===== config.mk =====
export PLATFORM = sky130hd
export DESIGN_NAME = utf8_to_json_escape_core
export DESIGN_NICKNAME = d
export VERILOG_FILES = /design/src/u2j_pkg.sv /design/src/u2j_decode.sv /design/src/u2j_serializer.sv /design/src/utf8_to_json_escape_core.sv
export SDC_FILE = /design/constraint.sdc
export NUM_CORES = 1
export LEC_CHECK = 0
export ABC_AREA = 1
export BUFFER_PORTS_ARGS = -buffer_cell sky130_fd_sc_hd__buf_2
export CAP_MARGIN = 5
export CORE_MARGIN = 2
export CORE_UTILIZATION = 30
export CTS_CLUSTER_SIZE = 8
export DETAILED_ROUTE_END_ITERATION = 8
export GPL_ROUTABILITY_DRIVEN = 1
export PLACE_DENSITY_LB_ADDON = 0.25
export SYNTH_ARGS = -nofsm -noshare
export SYNTH_HDL_FRONTEND = slang
export SYNTH_SLANG_ARGS = --single-unit

===== constraint.sdc =====
create_clock -name clk -period 4.7 [get_ports clk]
set_input_delay 0 -clock clk [delete_from_list [all_inputs] [get_ports clk]]
set_output_delay 0 -clock clk [all_outputs]
set_load 0.1 [all_outputs]

===== src/u2j_pkg.sv =====
// Shared types, character codes and helpers for the UTF-8 to JSON escape block.
`timescale 1ns / 1ps

package u2j_pkg;

  localparam int MaxChars = 8;

  // ASCII codes used by the escaper
  localparam logic [6:0] CH_NUL    = 7'h00;
  localparam logic [6:0] CH_QUOTE  = 7'h22;
  localparam logic [6:0] CH_BSLASH = 7'h5C;
  localparam logic [6:0] CH_U      = 7'h75;
  localparam logic [6:0] CH_B      = 7'h62;
  localparam logic [6:0] CH_F      = 7'h66;
  localparam logic [6:0] CH_T      = 7'h74;
  localparam logic [6:0] CH_N      = 7'h6E;
  localparam logic [6:0] CH_R      = 7'h72;

  // Byte values that have a two-character escape
  localparam logic [7:0] BYTE_QUOTE  = 8'h22;
  localparam logic [7:0] BYTE_BSLASH = 8'h5C;
  localparam logic [7:0] BYTE_BS     = 8'h08;
  localparam logic [7:0] BYTE_FF     = 8'h0C;
  localparam logic [7:0] BYTE_TAB    = 8'h09;
  localparam logic [7:0] BYTE_LF     = 8'h0A;
  localparam logic [7:0] BYTE_CR     = 8'h0D;

  localparam logic [7:0] LEAD_MIN = 8'hC0;
  localparam logic [7:0] LEAD_MAX = 8'hF4;

  // Characters produced by one input byte, oldest in entry 0
  typedef struct packed {
    logic [MaxChars-1:0][6:0] chars;
    logic [3:0]               count;   // 0..8
    logic                     last;    // byte closed the string
    logic                     bad;     // error result
  } burst_t;

  function automatic logic [6:0] hex_char(input logic [3:0] nib);
    hex_char = (nib < 4'd10) ? (7'h30 + {3'b000, nib}) : (7'h57 + {3'b000, nib});
  endfunction

endpackage


===== src/u2j_decode.sv =====
// Byte decoder: sequence state and expansion of one byte into its escaped characters.
`timescale 1ns / 1ps

module u2j_decode (
  input  logic            clk,
  input  logic            rst,
  input  logic            advance,
  input  logic            escape_en,
  input  logic [7:0]      in_byte,
  input  logic            in_last,
  output u2j_pkg::burst_t burst
);

  logic [20:0] pending_code, pending_code_next;
  logic [1:0]  bytes_to_come, bytes_to_come_next;
  logic        error_seen, error_seen_next;

  logic        emit_uni, emit_ascii;
  logic [20:0] uni_code;
  logic [23:0] aligned;
  logic [2:0]  digits;
  logic [6:0]  esc;

  always_comb begin
    pending_code_next  = pending_code;
    bytes_to_come_next = bytes_to_come;
    error_seen_next    = error_seen;
    emit_uni           = 1'b0;
    emit_ascii         = 1'b0;
    if (error_seen) begin
      // swallow bytes until the end of the string
    end else if (bytes_to_come != 2'd0) begin
      pending_code_next  = {pending_code[14:0], in_byte[5:0]};
      bytes_to_come_next = bytes_to_come - 2'd1;
      emit_uni           = (bytes_to_come == 2'd1);
    end else if (in_byte[7]) begin
      if (in_byte >= u2j_pkg::LEAD_MIN && in_byte <= u2j_pkg::LEAD_MAX) begin
        priority if (in_byte[7:4] == 4'hF) begin
          bytes_to_come_next = 2'd3;
          pending_code_next  = {17'd0, in_byte[3:0]};
        end else if (in_byte[7:5] == 3'b111) begin
          bytes_to_come_next = 2'd2;
          pending_code_next  = {17'd0, in_byte[3:0]};
        end else begin
          bytes_to_come_next = 2'd1;
          pending_code_next  = {16'd0, in_byte[4:0]};
        end
      end else begin
        error_seen_next = 1'b1;
      end
    end else begin
      emit_ascii = 1'b1;
    end
  end

  // \u form: four to six digits, most significant first
  always_comb begin
    uni_code = emit_ascii ? {13'd0, in_byte} : pending_code_next;
    if (uni_code[20])                 digits = 3'd6;
    else if (uni_code[19:16] != 4'd0) digits = 3'd5;
    else                              digits = 3'd4;
    aligned = {3'b000, uni_code} << (5'd4 * (5'd6 - {2'b00, digits}));
  end

  always_comb begin
    unique case (in_byte)
      u2j_pkg::BYTE_QUOTE:  esc = u2j_pkg::CH_QUOTE;
      u2j_pkg::BYTE_BSLASH: esc = u2j_pkg::CH_BSLASH;
      u2j_pkg::BYTE_BS:     esc = u2j_pkg::CH_B;
      u2j_pkg::BYTE_FF:     esc = u2j_pkg::CH_F;
      u2j_pkg::BYTE_TAB:    esc = u2j_pkg::CH_T;
      u2j_pkg::BYTE_LF:     esc = u2j_pkg::CH_N;
      u2j_pkg::BYTE_CR:     esc = u2j_pkg::CH_R;
      default:              esc = u2j_pkg::CH_NUL;
    endcase
  end

  always_comb begin
    burst       = '0;
    burst.last  = in_last;
    if (in_last && (error_seen_next || bytes_to_come_next != 2'd0)) begin
      burst.chars[0] = u2j_pkg::CH_NUL;
      burst.count    = 4'd1;
      burst.bad      = 1'b1;
    end else if (emit_ascii &&
                 (!escape_en || (esc == u2j_pkg::CH_NUL && in_byte[6:5] != 2'b00))) begin
      burst.chars[0] = in_byte[6:0];
      burst.count    = 4'd1;
    end else if (emit_ascii && esc != u2j_pkg::CH_NUL) begin
      burst.chars[0] = u2j_pkg::CH_BSLASH;
      burst.chars[1] = esc;
      burst.count    = 4'd2;
    end else if (emit_ascii || emit_uni) begin
      burst.chars[0] = u2j_pkg::CH_BSLASH;
      burst.chars[1] = u2j_pkg::CH_U;
      for (int k = 0; k < 6; k++) begin
        burst.chars[k+2] = u2j_pkg::hex_char(aligned[23-4*k -: 4]);
      end
      burst.count = 4'd2 + {1'b0, digits};
    end
  end

  always_ff @(posedge clk) begin
    if (rst) begin
      pending_code  <= '0;
      bytes_to_come <= '0;
      error_seen    <= 1'b0;
    end else if (advance) begin
      if (in_last) begin
        pending_code  <= '0;
        bytes_to_come <= '0;
        error_seen    <= 1'b0;
      end else begin
        pending_code  <= pending_code_next;
        bytes_to_come <= bytes_to_come_next;
        error_seen    <= error_seen_next;
      end
    end
  end

endmodule


===== src/u2j_serializer.sv =====
// Result register: holds one byte's characters and shifts them out one per item.
`timescale 1ns / 1ps

module u2j_serializer (
  input  logic            clk,
  input  logic            rst,
  input  logic            load,
  input  u2j_pkg::burst_t burst,
  output logic            free,
  output logic            valid,
  input  logic            take,
  output logic [6:0]      out_char,
  output logic            run_last,
  output logic            string_end,
  output logic            bad_string
);

  logic [u2j_pkg::MaxChars-1:0][6:0] chars;
  logic [3:0] remain;
  logic       last;
  logic       bad;
  logic       final_char;

  assign final_char = (remain == 4'd1);
  assign free       = !valid || (take && final_char);

  assign out_char   = chars[0];
  assign run_last   = final_char;
  assign string_end = final_char && last;
  assign bad_string = bad;

  always_ff @(posedge clk) begin
    if (rst) begin
      valid  <= 1'b0;
      remain <= '0;
    end else if (load) begin
      valid  <= (burst.count != 4'd0);
      remain <= burst.count;
    end else if (valid && take) begin
      valid  <= !final_char;
      remain <= remain - 4'd1;
    end
  end

  always_ff @(posedge clk) begin
    if (load) begin
      chars <= burst.chars;
      last  <= burst.last;
      bad   <= burst.bad;
    end else if (valid && take) begin
      chars <= {7'd0, chars[u2j_pkg::MaxChars-1:1]};
    end
  end

endmodule


===== src/utf8_to_json_escape_core.sv =====
// Top level of the UTF-8 to JSON string escaper.
//
// Usage:
//   s_* : input stream, one UTF-8 byte per item in s_tdata, s_tlast on the
//         final byte of a string.
//   m_* : output stream, one ASCII character per item in m_tdata[6:0];
//         m_tlast marks the last character produced by one input byte,
//         m_tuser[0] the final character of the string, m_tuser[1] the
//         single error item of a bad string (character code 0).
//   cfg_*: escape_en register, written when cfg_valid and cfg_ready are
//         high; cfg_ready is always high. Write only while the block is idle.
// Timing: a byte is held in an input register, decoded combinationally into a
//   result register, and its characters leave one per cycle while m_tready
//   is high. The first character is on m_* once the byte has moved from the
//   input register into the result register. A byte makes 0 to 8 characters;
//   the next byte waits in the input register until the last of them is taken,
//   so the one-character output port sets the throughput; plain text runs at
//   one byte per cycle while m_tready is high.
// Reset: sequence state cleared, escape_en set to 1, both registers empty.
// Stall: while m_tready is low the result register holds, the input register
//   fills, and then s_tready drops; nothing is lost.
`timescale 1ns / 1ps

module utf8_to_json_escape_core (
  input  logic       clk,
  input  logic       rst,
  input  logic       s_tvalid,
  output logic       s_tready,
  input  logic [7:0] s_tdata,   // [7:0] in_byte
  input  logic       s_tlast,   // in_last
  output logic       m_tvalid,
  input  logic       m_tready,
  output logic [7:0] m_tdata,   // [6:0] out_char, [7] zero
  output logic       m_tlast,   // run_last
  output logic [1:0] m_tuser,   // [0] string_end, [1] bad_string
  input  logic       cfg_valid,
  output logic       cfg_ready,
  input  logic       cfg_data   // escape_en
);

  logic            escape_en;
  logic            in_valid;
  logic [7:0]      in_byte;
  logic            in_last;
  logic            load;
  logic            ser_free;
  u2j_pkg::burst_t burst;
  logic [6:0]      out_char;
  logic            run_last, string_end, bad_string;

  assign cfg_ready = 1'b1;

  // Input register; it moves into the result register whenever that frees up
  assign load     = in_valid && ser_free;
  assign s_tready = !in_valid || load;

  always_ff @(posedge clk) begin
    if (rst) begin
      in_valid <= 1'b0;
    end else if (s_tvalid && s_tready) begin
      in_valid <= 1'b1;
    end else if (load) begin
      in_valid <= 1'b0;
    end
  end

  always_ff @(posedge clk) begin
    if (s_tvalid && s_tready) begin
      in_byte <= s_tdata;
      in_last <= s_tlast;
    end
  end

  always_ff @(posedge clk) begin
    if (rst) begin
      escape_en <= 1'b1;
    end else if (cfg_valid && cfg_ready) begin
      escape_en <= cfg_data;
    end
  end

  u2j_decode u_decode (
    .clk       (clk),
    .rst       (rst),
    .advance   (load),
    .escape_en (escape_en),
    .in_byte   (in_byte),
    .in_last   (in_last),
    .burst     (burst)
  );

  u2j_serializer u_serializer (
    .clk        (clk),
    .rst        (rst),
    .load       (load),
    .burst      (burst),
    .free       (ser_free),
    .valid      (m_tvalid),
    .take       (m_tready),
    .out_char   (out_char),
    .run_last   (run_last),
    .string_end (string_end),
    .bad_string (bad_string)
  );

  assign m_tdata = {1'b0, out_char};
  assign m_tlast = run_last;
  assign m_tuser = {bad_string, string_end};

  // An error item is always the last character of its byte and the final item of its string
  a_bad_closes: assert property (@(posedge clk) disable iff (rst)
    m_tvalid && bad_string |-> run_last && string_end)
    else $error("error item does not close the string");

  // String end only on the last character of a byte
  a_end_on_run_last: assert property (@(posedge clk) disable iff (rst)
    m_tvalid && string_end |-> run_last)
    else $error("string end before last character of byte");

  // A held byte stays until it is decoded
  a_in_hold: assert property (@(posedge clk) disable iff (rst)
    in_valid && !load |=> in_valid && $stable(in_byte) && $stable(in_last))
    else $error("input register lost a byte");

  // Escape mode comes out of reset enabled
  a_reset_escape: assert property (@(posedge clk) disable iff (rst)
    $past(rst) |-> escape_en)
    else $error("escape mode not set after reset");

endmodule


==> flow_results.xml <==
<?xml version="1.0" encoding="UTF-8"?>
<metrics>
  <group name="final_layout">
    <metric name="final_cell_area" unit="sq um">6450</metric>
    <metric name="nets" unit="">778</metric>
    <metric name="multi_input_area" unit="sq um">2670</metric>
    <metric name="filler_cell_count" unit="">2013</metric>
    <metric name="seq_area" unit="sq um">2630</metric>
    <metric name="antenna_cells" unit="">0</metric>
    <metric name="drive_above_1_share" unit="%">12.9</metric>
    <metric name="syn_to_final_growth" unit="%">11.5</metric>
  </group>
  <group name="global_route">
    <metric name="grt_pass1_wl" unit="mm">23.7</metric>
    <metric name="globalRouteOverflowTotal" unit="">0</metric>
    <metric name="grt_start_max_net_pins" unit="">82</metric>
    <metric name="gr-usage-all-layers" unit="%">14.8</metric>
    <metric name="grt_pass1_vias" unit="">4638</metric>
    <metric name="antenna_found_initial" unit="">0</metric>
  </group>
  <group name="timing">
    <metric name="fin_skew" unit="ns">0.0127</metric>
    <metric name="layout_min_cycle_time" unit="ns">3.30</metric>
    <metric name="achievable-frequency" unit="MHz">303</metric>
    <metric name="setup_repair_after_global_routing_missed_its_margin" unit="">false</metric>
    <metric name="setup-violations-final" unit="">0</metric>
    <metric name="slew_headroom" unit="%">41.8</metric>
    <metric name="totalNegativeSetupSlack" unit="ns">0</metric>
    <metric name="finalCritPeriodShare" unit="%">70.3</metric>
    <metric name="timing_max_transition_violations_final" unit="">0</metric>
    <metric name="report.final.hold_viol_count" unit="">0</metric>
    <metric name="tightestPinTransition" unit="ns">0.873</metric>
  </group>
  <group name="critical_path">
    <metric name="criticalPathCategory" unit="">reg2reg</metric>
    <metric name="critical_path.max_fanout" unit="">25</metric>
    <metric name="crit-reg2reg-capture" unit="">u_serializer.chars[46]$_DFFE_PP_</metric>
    <metric name="critPathCaptureType" unit="">register</metric>
    <metric name="worst_ep_arrival_time" unit="ns">3.41</metric>
    <metric name="setup.reg_to_reg.worst_slack" unit="ns">1.40</metric>
    <metric name="required_time_reported_for_the_critical_path_endpoint" unit="ns">4.80</metric>
    <metric name="critPathLaunchType" unit="">register</metric>
    <metric name="reg2reg_depth" unit="">19</metric>
    <metric name="regToRegStartpoint" unit="">in_byte[1]$_DFFE_PP_</metric>
  </group>
  <group name="place">
    <metric name="postPlaceCellArea" unit="sq um">6030</metric>
    <metric name="port-buffer-count" unit="">26</metric>
    <metric name="detailed_place_hpwl" unit="mm">9.63</metric>
    <metric name="routabilityCongestion" unit="">0.838</metric>
  </group>
  <group name="floorplanning">
    <metric name="horizontal_die_dimension" unit="microns">143</metric>
    <metric name="ios" unit="">29</metric>
    <metric name="initial_cell_density_of_the_core" unit="%">30.7</metric>
    <metric name="core_area" unit="sq um">18800</metric>
    <metric name="die-area" unit="sq um">20400</metric>
    <metric name="number_of_rows_in_the_core_area" unit="">50</metric>
    <metric name="die_height" unit="microns">143</metric>
  </group>
  <group name="hold_path">
    <metric name="worst_hold_path.num_cells" unit="">2</metric>
    <metric name="hold_path.startpoint" unit="">rst</metric>
    <metric name="timing.hold.worst_endpoint" unit="">u_decode.bytes_to_come[1]$_SDFFE_PP0P_</metric>
    <metric name="hp-class" unit="">in2reg</metric>
  </group>
  <group name="power">
    <metric name="sw_frac_of_total" unit="%">31.6</metric>
    <metric name="internal_power_component" unit="W">0.00156</metric>
    <metric name="power_frac_comb" unit="%">20.7</metric>
    <metric name="power.density_cell_area" unit="nW/um^2">354</metric>
    <metric name="pwr-share-clk" unit="%">31.4</metric>
    <metric name="max-vdd-ir-drop" unit="V">0.000128</metric>
    <metric name="switching_power" unit="W">0.000722</metric>
    <metric name="relative_contribution_of_sequential_cells_to_total_power" unit="%">47.9</metric>
    <metric name="p_leak" unit="nW">2.69</metric>
  </group>
  <group name="clock_network">
    <metric name="cts_inserted_buffers" unit="">9</metric>
    <metric name="clk_pin_slew" unit="ns">0.07</metric>
    <metric name="htree_num_levels" unit="">3</metric>
    <metric name="cts_tree" unit="">yes</metric>
    <metric name="cts_root_buf" unit="">sky130_fd_sc_hd__clkbuf_16</metric>
    <metric name="cts_buffer_depth" unit="">2</metric>
    <metric name="cts.sinks" unit="">98</metric>
    <metric name="worstSkewPairLatency" unit="ns">0.36</metric>
  </group>
  <group name="logic_synthesis">
    <metric name="synth-edff-count" unit="">67</metric>
    <metric name="synthTopCellsByCount" unit="">sky130_fd_sc_hd__nand2_1 (257), sky130_fd_sc_hd__edfxtp_1 (67), sky130_fd_sc_hd__nand3_1 (59), sky130_fd_sc_hd__inv_1 (58), sky130_fd_sc_hd__a21oi_1 (41)</metric>
    <metric name="post_synth_inst_count" unit="">742</metric>
    <metric name="library_cells_used_by_synthesis" unit="">49</metric>
    <metric name="postSynth.topFlopCell" unit="">sky130_fd_sc_hd__edfxtp_1</metric>
    <metric name="postSynth.asyncResetShare" unit="%">0</metric>
    <metric name="post_synth.cell_area_avg" unit="sq um">7.79</metric>
    <metric name="postSynthNetCount" unit="">764</metric>
    <metric name="synth.yosys.warnings" unit="">0</metric>
    <metric name="ys_seq_elements" unit="">98</metric>
    <metric name="yosysTopAreaCell" unit="">sky130_fd_sc_hd__edfxtp_1</metric>
    <metric name="mappedNetlistArea" unit="sq um">5780</metric>
    <metric name="yosysSeqAreaShare" unit="%">45.5</metric>
    <metric name="yosys.area.top_type_share" unit="%">34.8</metric>
    <metric name="yosys-top-cells-area" unit="">sky130_fd_sc_hd__edfxtp_1 (35%), sky130_fd_sc_hd__nand2_1 (17%), sky130_fd_sc_hd__dfxtp_1 (11%), sky130_fd_sc_hd__nand3_1 (5.1%), sky130_fd_sc_hd__inv_1 (3.8%)</metric>
    <metric name="synth_most_common_cell" unit="">sky130_fd_sc_hd__nand2_1</metric>
  </group>
  <group name="routing">
    <metric name="ant_nets" unit="">0</metric>
    <metric name="routed_wl" unit="mm">14.1</metric>
    <metric name="dr_total_vias" unit="">4824</metric>
    <metric name="wl_per_cell" unit="microns">13.8</metric>
    <metric name="router_iterations_before_antenna_repair" unit="">5</metric>
    <metric name="vias_per_cell" unit="">4.72</metric>
    <metric name="drt_iter0_drc" unit="">306</metric>
    <metric name="drc" unit="">0</metric>
  </group>
  <group name="outcome">
    <metric name="outcome" unit="">completed</metric>
  </group>
  <group name="run">
    <metric name="maxCapViolCount" unit="">0</metric>
  </group>
</metrics>
==> timing repair <==
action,in CTS,in global routing
resized for setup,0,0
endpoints found under the hold margin,12,0
hold buffers,13,0
setup buffers,0,0
==> sequential cells by signal (all words and copies together), names as in the netlist <==
signal / cells
u_serializer.valid: 1
u_serializer.last: 1
u_decode.error_seen: 1
u_serializer.chars: 49
in_valid: 1
in_byte: 8
u_serializer.remain: 4
u_decode.pending_code: 21
u_decode.bytes_to_come: 2
u_serializer.out_char: 7
u_serializer.bad_string: 1
in_last: 1
escape_en: 1
==> per-layer routing <==
| metal | GRT usage (%) | vias to the layer above | share of wire, % |
|---|---|---|---|
| li1 | - | 2489 | - |
| met1 | 19.1 | 2239 | 46 |
| met2 | 25.0 | 76 | 49 |
| met3 | 1.84 | 20 | 2.9 |
| met4 | 5.78 | 0 | 2.2 |
| met5 | 0 | - | 0 |
==> power by group through the flow <==
stage               Sequential [W]  Combinational, W  Clock [W]
floorplan                  0.00111          0.000381          0
global placement           0.00111          0.000469          0
global route               0.00110          0.000527   0.000766
CTS                        0.00109          0.000478   0.000740
finish                     0.00109          0.000473   0.000718
detailed placement         0.00111          0.000468          0
==> through the flow <==
stage | hold slack [ns] | worst slack, ns | power (W) | cells | utilization (%)
floorplan | 0.0989 | 1.03 | 0.00150 | 742 | -
global placement | 0.180 | 1.38 | 0.00158 | 992 | 32.0
detailed placement | 0.179 | 1.39 | 0.00158 | 992 | 32.0
CTS | 0.171 | 1.37 | 0.00231 | 1021 | 34.2
global route | 0.209 | 1.02 | 0.00240 | 1021 | 34.2
finish | 0.174 | 1.40 | 0.00228 | 1021 | 34.2
==> cells in the final DEF (no fill, tap or decap), drive strengths merged, types with 2 or more instances in the layout <==
cell         instances
clkinv               3
o21ai               45
xor2                 2
dlygate4sd3         13
conb                 2
buf                 29
a21oi               42
a21boi               2
edfxtp              67
nor2                47
clkbuf              13
a221oi               2
nor3                 3
a211oi               2
dfxtp               31
o211ai               7
nor4                 2
ha                   7
nand4                7
a32oi                4
inv                 66
o31ai                3
nand3               62
nand3b               5
nand2              286
==> worst max path at each step <==
| stage | from | endpoint | slack [ns] | depth (start not counted) |
|---|---|---|---|---|
| detailed placement | in_byte[1]$_DFFE_PP_ | u_serializer.chars[46]$_DFFE_PP_ | 1.39 | 19 |
| global placement | in_byte[1]$_DFFE_PP_ | u_serializer.chars[46]$_DFFE_PP_ | 1.38 | 19 |
| floorplan | u_serializer.valid$_SDFFE_PP0P_ | u_serializer.remain[1]$_SDFFE_PP0P_ | 1.03 | 6 |
| finish | in_byte[1]$_DFFE_PP_ | u_serializer.chars[46]$_DFFE_PP_ | 1.40 | 19 |
| global route | in_byte[2]$_DFFE_PP_ | u_serializer.chars[15]$_DFFE_PP_ | 1.02 | 18 |
| CTS | in_byte[1]$_DFFE_PP_ | u_serializer.chars[46]$_DFFE_PP_ | 1.37 | 19 |
==> worst max-delay path, cell delays in order (launching register included) <==
cell and delay [ns]:
sky130_fd_sc_hd__edfxtp_1 0.45, sky130_fd_sc_hd__nor2_4 0.17, sky130_fd_sc_hd__nand2_1 0.06, sky130_fd_sc_hd__nand2_1 0.08, sky130_fd_sc_hd__nand2_2 0.06, sky130_fd_sc_hd__nand2_2 0.09, sky130_fd_sc_hd__nand2_4 0.18, sky130_fd_sc_hd__nand2_1 0.11
sky130_fd_sc_hd__nand2_1 0.08, sky130_fd_sc_hd__nand2_2 0.38, sky130_fd_sc_hd__inv_1 0.32, sky130_fd_sc_hd__nor2_4 0.27, sky130_fd_sc_hd__nand2_1 0.07, sky130_fd_sc_hd__o21ai_0 0.08, sky130_fd_sc_hd__inv_1 0.12, sky130_fd_sc_hd__ha_1 0.25
sky130_fd_sc_hd__nand2_1 0.07, sky130_fd_sc_hd__nand3_1 0.08, sky130_fd_sc_hd__nand2_1 0.07, sky130_fd_sc_hd__nand2_1 0.07
==> final cells by class <==
cell class | instances | share of cell area, %
clock buffer | 13 | 4.04
clock inverter | 3 | 0.369
inverter | 66 | 3.86
multi-input combinational | 539 | 41.5
sequential | 98 | 40.8
tap | 260 | 5.05
timing repair buffer | 42 | 4.39
==> cell families after synthesis <==
| family | Yosys count | synth area share, % |
|---|---|---|
| AND/OR/NAND/NOR | 414 | 32.4 |
| XOR/XNOR | 2 | 0.303 |
| flip-flops | 98 | 45.5 |
| buffers and inverters | 105 | 8.44 |
| AO/OA/AOI/OAI | 114 | 11.7 |
| adder cells (fa/ha/maj) | 7 | 1.51 |
| other | 2 | 0.130 |
Power figures use the tool's default switching activity.
